### src/rtl/ircbt_pkg.sv
// Package for the IR code binding table: status and operation codes,
// controller states and the table entry layout.
// No dependencies.
package ircbt_pkg;

  localparam int unsigned MaxSlotsDef   = 32;
  localparam int unsigned ProtoW        = 8;
  localparam int unsigned ValueW        = 64;
  localparam int unsigned BitsW         = 8;
  localparam int unsigned ActionW       = 4;
  localparam int unsigned TimeW         = 32;
  localparam int unsigned DebounceW     = 16;
  localparam int unsigned SlotOutW      = 8;
  localparam int unsigned UsedOutW      = 9;

  localparam logic [DebounceW-1:0] DebounceReset = 16'd400;
  localparam logic [ActionW-1:0]   ActionNone    = 4'd0;
  localparam logic [ActionW-1:0]   ActionLast    = 4'd10;

  // operation codes
  localparam logic [1:0] KindPress  = 2'd0;
  localparam logic [1:0] KindBind   = 2'd1;
  localparam logic [1:0] KindRemove = 2'd2;
  localparam logic [1:0] KindClear  = 2'd3;

  // result status codes
  localparam logic [3:0] StNoMatch  = 4'd0;
  localparam logic [3:0] StRepeat   = 4'd1;
  localparam logic [3:0] StTooSoon  = 4'd2;
  localparam logic [3:0] StAct      = 4'd3;
  localparam logic [3:0] StBound    = 4'd4;
  localparam logic [3:0] StRebound  = 4'd5;
  localparam logic [3:0] StNoAction = 4'd6;
  localparam logic [3:0] StNothing  = 4'd7;
  localparam logic [3:0] StFull     = 4'd8;
  localparam logic [3:0] StRemoved  = 4'd9;
  localparam logic [3:0] StBadIndex = 4'd10;
  localparam logic [3:0] StCleared  = 4'd11;

  typedef enum logic [1:0] {
    S_IDLE,
    S_SRCH,
    S_SHFT,
    S_PUSH
  } state_e;

  typedef struct packed {
    logic [ProtoW-1:0]  proto;
    logic [ValueW-1:0]  value;
    logic [BitsW-1:0]   bits;
    logic [ActionW-1:0] action;
  } entry_t;

endpackage

### src/rtl/ircbt_ram.sv
// Entry store of the IR code binding table: one write port, one read port,
// registered read data. Depends on ircbt_pkg for the entry layout.
module ircbt_ram import ircbt_pkg::*; #(
  parameter int unsigned Depth = MaxSlotsDef,
  parameter int unsigned AddrW = (Depth > 1) ? $clog2(Depth) : 1
) (
  input  logic             clk_i,
  input  logic             we_i,
  input  logic [AddrW-1:0] waddr_i,
  input  entry_t           wdata_i,
  input  logic             re_i,
  input  logic [AddrW-1:0] raddr_i,
  output entry_t           rdata_o
);

  entry_t mem [Depth];
  entry_t rdata_q;

  always_ff @(posedge clk_i) begin
    if (we_i) begin
      mem[waddr_i] <= wdata_i;
    end
  end

  always_ff @(posedge clk_i) begin
    if (re_i) begin
      rdata_q <= mem[raddr_i];
    end
  end

  assign rdata_o = rdata_q;

endmodule

### src/rtl/ir_code_binding_table.sv
// IR code binding table, top level: controller, key search and compaction.
// Depends on ircbt_pkg and ircbt_ram.
//
// Usage: items (press, bind, remove, clear) enter on the in_ valid/ready
// channel; each produces exactly one result on the out_ valid/ready channel.
// The debounce time is written over the cfg_ channel, which is always ready;
// write it only while the block is idle.
// Operation: one item at a time. Press and bind search the entry RAM one slot a
// cycle with the read pipelined against the compare. Remove moves the entries
// above the removed slot down, one per cycle. Items that need no table access
// (repeat frame, empty table, bad action, null key, bad index, clear) go
// straight to the result. The next item is taken once the result has gone
// into the output register.
// Reset empties the table, clears the last acted value and time, and loads
// the debounce time with 400 ms; the entry RAM itself is not cleared.
// The result sits in an output register; while the receiver stalls, the next
// item is still accepted and worked on, and waits only to hand over its
// result until the register is free.
module ir_code_binding_table import ircbt_pkg::*; #(
  parameter int unsigned MAX_SLOTS = MaxSlotsDef
) (
  input  logic                  clk_i,
  input  logic                  rst_ni,
  input  logic                  cfg_valid_i,
  output logic                  cfg_ready_o,
  input  logic [DebounceW-1:0]  cfg_debounce_ms_i,
  input  logic                  in_valid_i,
  output logic                  in_ready_o,
  input  logic [1:0]            kind_i,
  input  logic [ProtoW-1:0]     protocol_i,
  input  logic [ValueW-1:0]     code_value_i,
  input  logic [BitsW-1:0]      code_bits_i,
  input  logic                  is_repeat_i,
  input  logic [TimeW-1:0]      now_ms_i,
  input  logic [ActionW-1:0]    action_in_i,
  input  logic [SlotOutW-1:0]   slot_index_i,
  output logic                  out_valid_o,
  input  logic                  out_ready_i,
  output logic [3:0]            status_o,
  output logic [ActionW-1:0]    action_out_o,
  output logic [SlotOutW-1:0]   slot_o,
  output logic [UsedOutW-1:0]   entries_used_o
);

  localparam int unsigned IdxW = (MAX_SLOTS > 1) ? $clog2(MAX_SLOTS) : 1;
  localparam int unsigned CntW = $clog2(MAX_SLOTS + 1);
  localparam logic [CntW-1:0] MaxCnt = CntW'(MAX_SLOTS);

  state_e state_q, state_d;

  logic [CntW-1:0]      used_q, used_d;
  logic [CntW-1:0]      rd_cnt_q, rd_cnt_d;
  logic                 cmp_vld_q, cmp_vld_d;
  logic [IdxW-1:0]      cmp_idx_q, cmp_idx_d;
  logic [ValueW-1:0]    last_val_q, last_val_d;
  logic [TimeW-1:0]     last_time_q, last_time_d;
  logic [DebounceW-1:0] debounce_q;

  // captured item
  logic [1:0]           it_kind_q;
  entry_t               it_entry_q;
  logic [TimeW-1:0]     it_now_q;

  // pending result
  logic [3:0]           res_status_q, res_status_d;
  logic [ActionW-1:0]   res_act_q, res_act_d;
  logic [IdxW-1:0]      res_slot_q, res_slot_d;

  // output register
  logic                 out_vld_q, out_vld_d;
  logic [3:0]           out_status_q;
  logic [ActionW-1:0]   out_act_q;
  logic [IdxW-1:0]      out_slot_q;
  logic [CntW-1:0]      out_used_q;

  logic                 in_acc;
  logic                 out_free;
  logic                 issue;
  logic                 hit;
  logic                 scan_end;
  logic                 too_soon;
  logic                 act_bad;
  logic                 idx_bad;
  logic [UsedOutW-1:0]  rm_start;

  logic                 mem_we;
  logic [IdxW-1:0]      mem_waddr;
  entry_t               mem_wdata;
  entry_t               mem_rdata;

  ircbt_ram #(
    .Depth (MAX_SLOTS),
    .AddrW (IdxW)
  ) u_ram (
    .clk_i   (clk_i),
    .we_i    (mem_we),
    .waddr_i (mem_waddr),
    .wdata_i (mem_wdata),
    .re_i    (issue),
    .raddr_i (rd_cnt_q[IdxW-1:0]),
    .rdata_o (mem_rdata)
  );

  assign cfg_ready_o = 1'b1;
  assign in_ready_o  = (state_q == S_IDLE);
  assign in_acc      = in_valid_i && in_ready_o;
  assign out_free    = !out_vld_q || out_ready_i;

  assign issue    = ((state_q == S_SRCH) || (state_q == S_SHFT)) && (rd_cnt_q < used_q);
  assign hit      = cmp_vld_q &&
                    (mem_rdata.proto == it_entry_q.proto) &&
                    (mem_rdata.value == it_entry_q.value) &&
                    (mem_rdata.bits  == it_entry_q.bits);
  assign scan_end = !issue && !cmp_vld_q;
  assign too_soon = (it_entry_q.value == last_val_q) &&
                    ((it_now_q - last_time_q) < TimeW'(debounce_q));
  assign act_bad  = (action_in_i == ActionNone) || (action_in_i > ActionLast);
  assign idx_bad  = {1'b0, slot_index_i} >= UsedOutW'(used_q);
  assign rm_start = {1'b0, slot_index_i} + UsedOutW'(1);

  // next state
  always_comb begin
    state_d = state_q;
    case (state_q)
      S_IDLE: begin
        if (in_acc) begin
          state_d = S_PUSH;
          case (kind_i)
            KindPress: begin
              if (used_q != '0 && !is_repeat_i) begin
                state_d = S_SRCH;
              end
            end
            KindBind: begin
              if (!act_bad && !(protocol_i == '0 && code_value_i == '0)) begin
                state_d = S_SRCH;
              end
            end
            KindRemove: begin
              if (!idx_bad) begin
                state_d = S_SHFT;
              end
            end
            default: state_d = S_PUSH;
          endcase
        end
      end
      S_SRCH: begin
        if (hit || scan_end) begin
          state_d = S_PUSH;
        end
      end
      S_SHFT: begin
        if (scan_end) begin
          state_d = S_PUSH;
        end
      end
      S_PUSH: begin
        if (out_free) begin
          state_d = S_IDLE;
        end
      end
      default: state_d = S_IDLE;
    endcase
  end

  // datapath and RAM control
  always_comb begin
    used_d       = used_q;
    rd_cnt_d     = rd_cnt_q;
    cmp_vld_d    = issue;
    cmp_idx_d    = rd_cnt_q[IdxW-1:0];
    last_val_d   = last_val_q;
    last_time_d  = last_time_q;
    res_status_d = res_status_q;
    res_act_d    = res_act_q;
    res_slot_d   = res_slot_q;
    out_vld_d    = out_vld_q;
    mem_we       = 1'b0;
    mem_waddr    = cmp_idx_q;
    mem_wdata    = it_entry_q;

    if (issue) begin
      rd_cnt_d = rd_cnt_q + CntW'(1);
    end

    case (state_q)
      S_IDLE: begin
        cmp_vld_d  = 1'b0;
        res_act_d  = ActionNone;
        res_slot_d = '0;
        rd_cnt_d   = '0;
        if (in_acc) begin
          case (kind_i)
            KindPress: begin
              res_status_d = (used_q == '0) ? StNoMatch : StRepeat;
            end
            KindBind: begin
              res_status_d = act_bad ? StNoAction : StNothing;
            end
            KindRemove: begin
              res_status_d = StBadIndex;
              if (!idx_bad) begin
                rd_cnt_d = rm_start[CntW-1:0];
              end
            end
            default: begin
              res_status_d = StCleared;
              used_d       = '0;
            end
          endcase
        end
      end
      S_SRCH: begin
        if (it_kind_q == KindPress) begin
          if (hit) begin
            res_slot_d = cmp_idx_q;
            if (too_soon) begin
              res_status_d = StTooSoon;
            end else begin
              res_status_d = StAct;
              res_act_d    = mem_rdata.action;
              last_val_d   = it_entry_q.value;
              last_time_d  = it_now_q;
            end
          end else if (scan_end) begin
            res_status_d = StNoMatch;
          end
        end else begin
          if (hit) begin
            // same key: rewrite the entry with the new action
            mem_we       = 1'b1;
            res_slot_d   = cmp_idx_q;
            res_status_d = StRebound;
          end else if (scan_end) begin
            if (used_q < MaxCnt) begin
              mem_we       = 1'b1;
              mem_waddr    = used_q[IdxW-1:0];
              res_slot_d   = used_q[IdxW-1:0];
              res_status_d = StBound;
              used_d       = used_q + CntW'(1);
            end else begin
              res_status_d = StFull;
            end
          end
        end
      end
      S_SHFT: begin
        // entry read from slot n lands in slot n-1
        if (cmp_vld_q) begin
          mem_we    = 1'b1;
          mem_waddr = cmp_idx_q - IdxW'(1);
          mem_wdata = mem_rdata;
        end
        if (scan_end) begin
          used_d       = used_q - CntW'(1);
          res_status_d = StRemoved;
        end
      end
      S_PUSH: begin
        if (out_free) begin
          out_vld_d = 1'b1;
        end
      end
      default: begin
        cmp_vld_d = 1'b0;
      end
    endcase

    if (out_vld_q && out_ready_i && !(state_q == S_PUSH)) begin
      out_vld_d = 1'b0;
    end
  end

  always_ff @(posedge clk_i or negedge rst_ni) begin
    if (!rst_ni) begin
      state_q     <= S_IDLE;
      used_q      <= '0;
      rd_cnt_q    <= '0;
      cmp_vld_q   <= 1'b0;
      last_val_q  <= '0;
      last_time_q <= '0;
      debounce_q  <= DebounceReset;
      out_vld_q   <= 1'b0;
    end else begin
      state_q     <= state_d;
      used_q      <= used_d;
      rd_cnt_q    <= rd_cnt_d;
      cmp_vld_q   <= cmp_vld_d;
      last_val_q  <= last_val_d;
      last_time_q <= last_time_d;
      out_vld_q   <= out_vld_d;
      if (cfg_valid_i && cfg_ready_o) begin
        debounce_q <= cfg_debounce_ms_i;
      end
    end
  end

  always_ff @(posedge clk_i) begin
    cmp_idx_q    <= cmp_idx_d;
    res_status_q <= res_status_d;
    res_act_q    <= res_act_d;
    res_slot_q   <= res_slot_d;
    if (in_acc) begin
      it_kind_q         <= kind_i;
      it_entry_q.proto  <= protocol_i;
      it_entry_q.value  <= code_value_i;
      it_entry_q.bits   <= code_bits_i;
      it_entry_q.action <= action_in_i;
      it_now_q          <= now_ms_i;
    end
    if (state_q == S_PUSH && out_free) begin
      out_status_q <= res_status_q;
      out_act_q    <= res_act_q;
      out_slot_q   <= res_slot_q;
      out_used_q   <= used_q;
    end
  end

  assign out_valid_o    = out_vld_q;
  assign status_o       = out_status_q;
  assign action_out_o   = out_act_q;
  assign slot_o         = SlotOutW'(out_slot_q);
  assign entries_used_o = UsedOutW'(out_used_q);

endmodule
### config.mk
export PLATFORM = sky130hd
export DESIGN_NAME = ir_code_binding_table
export DESIGN_NICKNAME = d
export VERILOG_FILES = /design/src/rtl/ircbt_pkg.sv /design/src/rtl/ircbt_ram.sv /design/src/rtl/ir_code_binding_table.sv
export SDC_FILE = /design/constraint.sdc
export NUM_CORES = 2
export LEC_CHECK = 0
export BUFFER_PORTS_ARGS = -buffer_cell sky130_fd_sc_hd__buf_2
export CAP_MARGIN = 20
export CORE_MARGIN = 4
export CORE_UTILIZATION = 50
export DETAILED_ROUTE_END_ITERATION = 7
export HOLD_SLACK_MARGIN = 0.05
export PLACE_DENSITY_LB_ADDON = 0.05
export SKIP_LAST_GASP = 1
export SLEW_MARGIN = 20
export SYNTH_ARGS = -nofsm -noshare
export SYNTH_HDL_FRONTEND = slang
export SYNTH_SLANG_ARGS = --single-unit
### constraint.sdc
create_clock -name clk_i -period 13 [get_ports clk_i]
set_input_delay 0.65 -clock clk_i [delete_from_list [all_inputs] [get_ports clk_i]]
set_output_delay 0.65 -clock clk_i [all_outputs]
set_load 0.03 [all_outputs]
======== Word level (Yosys, flattened, before mapping) ========
Memory sizes are Yosys's and may differ from the RTL's. A register that Yosys moved wholly into a read port is not among the register bits.
Cells that the tools add are included.
operators by class
  add/sub/neg operators ................... 6
  muxes and demuxes ....................... 65
  magnitude comparators ................... 5
  reduce and logical (&&, ||, !) cells .... 45
  equal/unequal tests ..................... 24
  bitwise gates (word level) .............. 1
operator list
  kind                 number
  $mux 84              2
  $eq 64x64->1         2
  $mux 6               12
  $logic_not 64->1     1
  $mux 5               10
  $mux 4               11
  $lt 32x16->1         1
  $sub 32x32->32       1
  $pmux 4 s3           2
  $pmux 5 s2           2
  $reduce_and 4->1     5
  $add 6x1->6 const B  3
  $pmux 6 s3           1
  $eq 8x8->1           2
  $ne 2x2->1 const B   8
  $mux 1               15
  $logic_and 1x1->1    13
  $mux 2               6
  $ge 8x6->1           1
  $logic_not 8->1      1
  $ne 2x1->1 const B   4
  $pmux 2 s4           1
  $pmux 4 s2           1
  $reduce_and 8->1     1
  22 further kinds     40
word-level totals
  output and inout bits ................... 28
  RAM bits ................................ 2688
  bits of input ports ..................... 148
  flip-flop bits (word level) ............. 283
  memories kept ........................... 1
  logic and storage cells ................. 169
memory list
  memory     depth  width  read ports  clocked after memory_dff  write ports  line             text
  u_ram.mem  32     84     1           1                         1            ircbt_ram.sv:16  entry_t mem [Depth];

======== Logic depth before layout (Yosys ltp) ========
  depth after elaboration ................. 11
  gate-level depth with buffers ........... 20
  depth with buffers taken out ............ 19

======== By module ========
Synthesis repeated with hierarchy kept, for this count alone.
unflattened totals
  cell total of the unflattened synthesis .. 6305
  area total of the unflattened synthesis .. 120608.2 µm²
by module, submodules not included
  module                 times used  area each (µm²)  sequential area each (µm²)  cells each
  ircbt_ram              1           104631.6         83239.8                     4914
  ir_code_binding_table  1           15976.6          7811.2                      1391

======== Least setup slack after synthesis ========
Ideal clock, no wire load.
  kind .................................... register to register
  start ................................... register it_entry_q[41] (netlist bit)
  end ..................................... memory u_ram.mem[28][0] (netlist bit) (enable)
  arrival time ............................ 6.607 ns
  required time ........................... 12.473 ns
  stages on the path, launching flop included .. 11
  slack ................................... 5.866 ns
  library setup time ...................... 0.527 ns
  path through ............................ edfxtp_1 -> xor2_1 -> or4_1 -> nor4_1 -> nand4_1 -> o31ai_1 -> nand2b_1 -> clkbuf_1 -> a311oi_1 -> or3_1 -> nor2_1
between the ends
  cells in the longest elaborated chain, start to end .. 8
  elaborated cells on any way between the ends .. 11
  classes of those cells .................. eq/ne (1); mux (8); reduce/logical (2)
RTL lines
  element                       line                          text
  from (decl)                   ir_code_binding_table.sv:61   entry_t it_entry_q;
  $eq 64x64->1 *                ir_code_binding_table.sv:112  (mem_rdata.value == it_entry_q.value) &&
  $logic_and 1x1->1 *           ir_code_binding_table.sv:111  (mem_rdata.proto == it_entry_q.proto) &&
  $logic_and 1x1->1 *           ir_code_binding_table.sv:112
  $mux 1                        ir_code_binding_table.sv:230  if (hit) begin
  $mux 1                        ir_code_binding_table.sv:215  if (it_kind_q == KindPress) begin
  $pmux 1 s2                    ir_code_binding_table.sv:187  case (state_q)
  $mux 1                        ircbt_ram.sv:20               if (we_i) begin
  $mux 1 (implied by the code)  ircbt_ram.sv:21               mem[waddr_i] <= wdata_i;
  to (decl)                     ircbt_ram.sv:16
Every way passes the cells marked *; elsewhere a longest branch is shown, timed or not.

======== Final worst setup path ========
  start ................................... register rd_cnt_q[1]
  end ..................................... memory u_ram.mem[15][17] (netlist bit) (enable)
between the ends
  cells in the longest elaborated chain, start to end .. 10
  elaborated cells on any way between the ends .. 14
  classes of those cells .................. order compare (1); mux (10); reduce/logical (3)
RTL lines
  element                       line                          text
  from (decl)                   ir_code_binding_table.sv:52   logic [CntW-1:0] rd_cnt_q, rd_cnt_d;
  from (signal assigned)        ir_code_binding_table.sv:288  rd_cnt_q <= rd_cnt_d;
  $lt 6x6->1 *                  ir_code_binding_table.sv:109  assign issue = ((state_q == S_SRCH) || (state_q == S_SHFT)) && (rd_cnt_q < used_q);
  $logic_and 1x1->1 *           ir_code_binding_table.sv:109
  $logic_not 1->1 *             ir_code_binding_table.sv:114  assign scan_end = !issue && !cmp_vld_q;
  $logic_and 1x1->1 *           ir_code_binding_table.sv:114
  $mux 1                        ir_code_binding_table.sv:235  end else if (scan_end) begin
  $mux 1                        ir_code_binding_table.sv:230
  $mux 1                        ir_code_binding_table.sv:215
  $pmux 1 s2                    ir_code_binding_table.sv:187
  $mux 1                        ircbt_ram.sv:20
  $mux 1 (implied by the code)  ircbt_ram.sv:21
Marked as above.

==> impl_metrics.toml <==
[timing]
fmax_mhz = 144.3
fin_ws_ns = 6.072
slew_violations = 0
final.period_utilization_pct = 53.29
rsz0062_at_grt = "false"
fin_skew_ns = 0.04686
fin_tns_setup_ns = 0
holdWs_ns = 0.08751
min_period_ns = 6.928
worstMarginPinSlew_ns = 1.176
setup-violations-final = 0
relSlewSlack_pct = 21.59
hold_viol = 0

[worst_setup_path]
cp-end-kind = "register"
critPathMaxFanout = 53
ff2ff_setup_slack_ns = 6.07
worst_ep_arrival_time_ns = 7.44
reg2reg_to = "u_ram.mem[15][17]$_DFFE_PP_"
critPathLaunchType = "register"
crit_type = "reg2reg"
required_ns = 13.51
r2r-start = "rd_cnt_q[1]$_DFFE_PN0P_"
worstRegToRegCells = 11

[floorplanning]
die_y_um = 499.4
rows = 180
dieWidth_um = 499.4
dieArea_mm2 = 0.2494
start_util_pct = 50.24
design.core.area_mm2 = 0.2403
ios = 176

[layout]
area_delta_synth_final_pct = 13.70
layout.cells.non_filler = 9397
drive_gt1_share_pct = 29.98
fin_nets = 6184
finalInstanceArea_mm2 = 0.1373

[logic_synthesis]
synth.area.top_cells = "edfxtp_1 (73%), mux4_2 (16%), dfrtp_1 (2.6%)"
synth-seq-cells = 3055
synth_area_leader_cell = "edfxtp_1"
netlist.area_leader.share_pct = 72.68
yosysWarnings = 0
mappedNetlistArea_mm2 = 0.1207
synthFlopType = "edfxtp_1"
synth-edff-count = 2922
synthCells = 5461
synth.most_common_cell = "edfxtp_1"
async_flop_share_pct = 4.190
seq_area_frac_synth_pct = 75.42
netlist_top_cells_count = "edfxtp_1 (2922), mux4_2 (840), mux2_2 (229)"
syn_area_per_cell_um2 = 22.11
ys_types = 78

[route]
wl_per_cell_um = 36.20
routed_wl_um = 340200
vias = 60151
viasPerCell = 6.401
first_pass_iters = 6
postRouteAntennaNets = 0
drc = 0
first_iter_violations = 7469

[clocking]
cts_sinks = 3055
worstSkewPairLatency_ns = 0.93
htree_levels = 5
cts-buffers-inserted = 331
cts_tree = "done"
cts_setup_buffers = 0
clockBufferDepth = 4
path_clk_slew_ns = 0.06
cts-root-buf = "clkbuf_16"

[placement]
pre_cts_ws_ns = 6.088
dpl.hpwl_um = 191500
gp_congestion = 0.9258
dpl_cell_area_mm2 = 0.1260
dp.cells = 8697
portBuffers = 168

[global_route]
grt_pass1_vias = 60075
grt_pass1_wl_um = 476000
antenna_found_initial = 10
grt-ovfl-total = 0
grt_max_degree = 141
grt_usage_pct = 27.28

[outcome]
status = "completed"

[power_and_ir_drop]
p_leak_nw = 43.98
power_density_mw_per_mm2 = 211.8
ir_drop_uv = 165.1

[min_path]
hold_path_end = "it_entry_q[37]$_DFFE_PP_"
hold_depth = 1
hp-class = "in2reg"
hold_path_startpoint = "code_value_i[25]"

[run]
max_cap_viol_count = 0
how the worst max path moves through the flow:
| stage | slack (ns) | cells past startpoint | start | to |
|---|---|---|---|---|
| floorplan | 5.87 | 10 | it_entry_q[41]$_DFFE_PP_ | u_ram.mem[28][0]$_DFFE_PP_ |
| global placement | 6.12 | 16 | it_now_q[5]$_DFFE_PP_ | last_val_q[25]$_DFFE_PN0P_ |
| detailed placement | 6.09 | 16 | it_now_q[6]$_DFFE_PP_ | last_val_q[10]$_DFFE_PN0P_ |
| CTS | 6.08 | 16 | it_now_q[6]$_DFFE_PP_ | last_val_q[0]$_DFFE_PN0P_ |
| global route | 5.70 | 16 | it_now_q[5]$_DFFE_PP_ | last_val_q[0]$_DFFE_PN0P_ |
| finish | 6.07 | 11 | rd_cnt_q[1]$_DFFE_PN0P_ | u_ram.mem[15][17]$_DFFE_PP_ |
cells by family after synthesis:
group,synth area share (%)
compound gates,1.568
xor+xnor,1.045
fa+ha+maj,0.7379
buf+inv,1.173
flops,75.42
mux,18.13
other cells,0.006221
simple gates,1.915
cells in the final DEF (no fill, tap or decap), types with 9 or more instances in the layout:
cell type / instances
edfxtp_1: 2922
mux4_2: 840
clkbuf_16: 337
mux2_2: 229
buf_2: 167
dlygate4sd3_1: 121
dfrtp_1: 120
buf_4: 119
inv_1: 106
nand2_1: 88
clkbuf_1: 77
xor2_1: 72
xnor2_1: 72
clkinv_1: 71
ha_1: 68
nor2_1: 66
a21oi_1: 59
clkinv_2: 52
nor4_1: 48
nand4_1: 47
o21ai_0: 41
nand2b_1: 34
nor2_4: 33
nand3_1: 31
mux2_1: 28
nor3_1: 22
o21a_1: 19
a21o_1: 18
nor2b_1: 16
bufinv_16: 16
o22ai_1: 15
or4_1: 15
o211ai_1: 13
a211oi_1: 13
buf_12: 11
clkbuf_8: 10
o2111ai_1: 9
a31oi_1: 9
final cells by class:
| type | count | area, um^2 |
|---|---|---|
| Multi-Input combinational cell | 2050 | 28610 |
| Fill cell | 17579 | 103000 |
| Antenna cell | 5 | 12.51 |
| Timing Repair Buffer | 421 | 3211 |
| Clock buffer | 424 | 8860 |
| Sequential cell | 3055 | 91070 |
| Tap cell | 3185 | 3985 |
| Clock inverter | 150 | 1117 |
| Inverter | 107 | 401.6 |
through the flow:
stage	power [mW]	util (%)
after floorplan	17.67	-
after global placement	20.48	52.43
after detailed placement	20.50	52.45
after CTS	29.34	57.09
after global routing	30.15	57.12
final	29.08	57.12
worst max-delay path, stage by stage (launching register included):
cell and delay [ns]:
dfrtp_4 0.98, ha_1 0.28, a21o_1 0.08, a21oi_1 0.07, o21ai_1 0.44, o21ai_0 0.35
or4_1 0.55, a211oi_1 0.71, nand3_1 0.56, nor2_4 0.84, buf_4 0.68, buf_4 0.82
registers in the layout, indices dropped and copies added (netlist names), 6 cells and up:
signal	count
it_entry_q	84
u_ram.mem	2688
last_time_q	32
it_now_q	32
debounce_q	16
rd_cnt_q	6
u_ram.rdata_o	84
out_used_q	6
last_val_q	64
used_q	6
layer usage:
layer | track usage [%] | vias up | wire [um]
li1 | - | 24025 | -
met3 | 3.643 | 537 | 22480
met2 | 42.69 | 2576 | 161100
met4 | 8.636 | 8 | 11940
met1 | 40.49 | 33005 | 144600
met5 | 0 | - | 52
what timing repair did:
action,in CTS,in global routing
endpoints found under the hold margin,176,5
hold buffers,116,5
gates resized for setup,0,0
report_power, final:
group          switching [mW]  internal [mW]
clock                    3.70           5.10
sequential              0.365           12.0
combinational            4.60           3.26
total                    8.67           20.4
(Power assumes the default switching activity.)
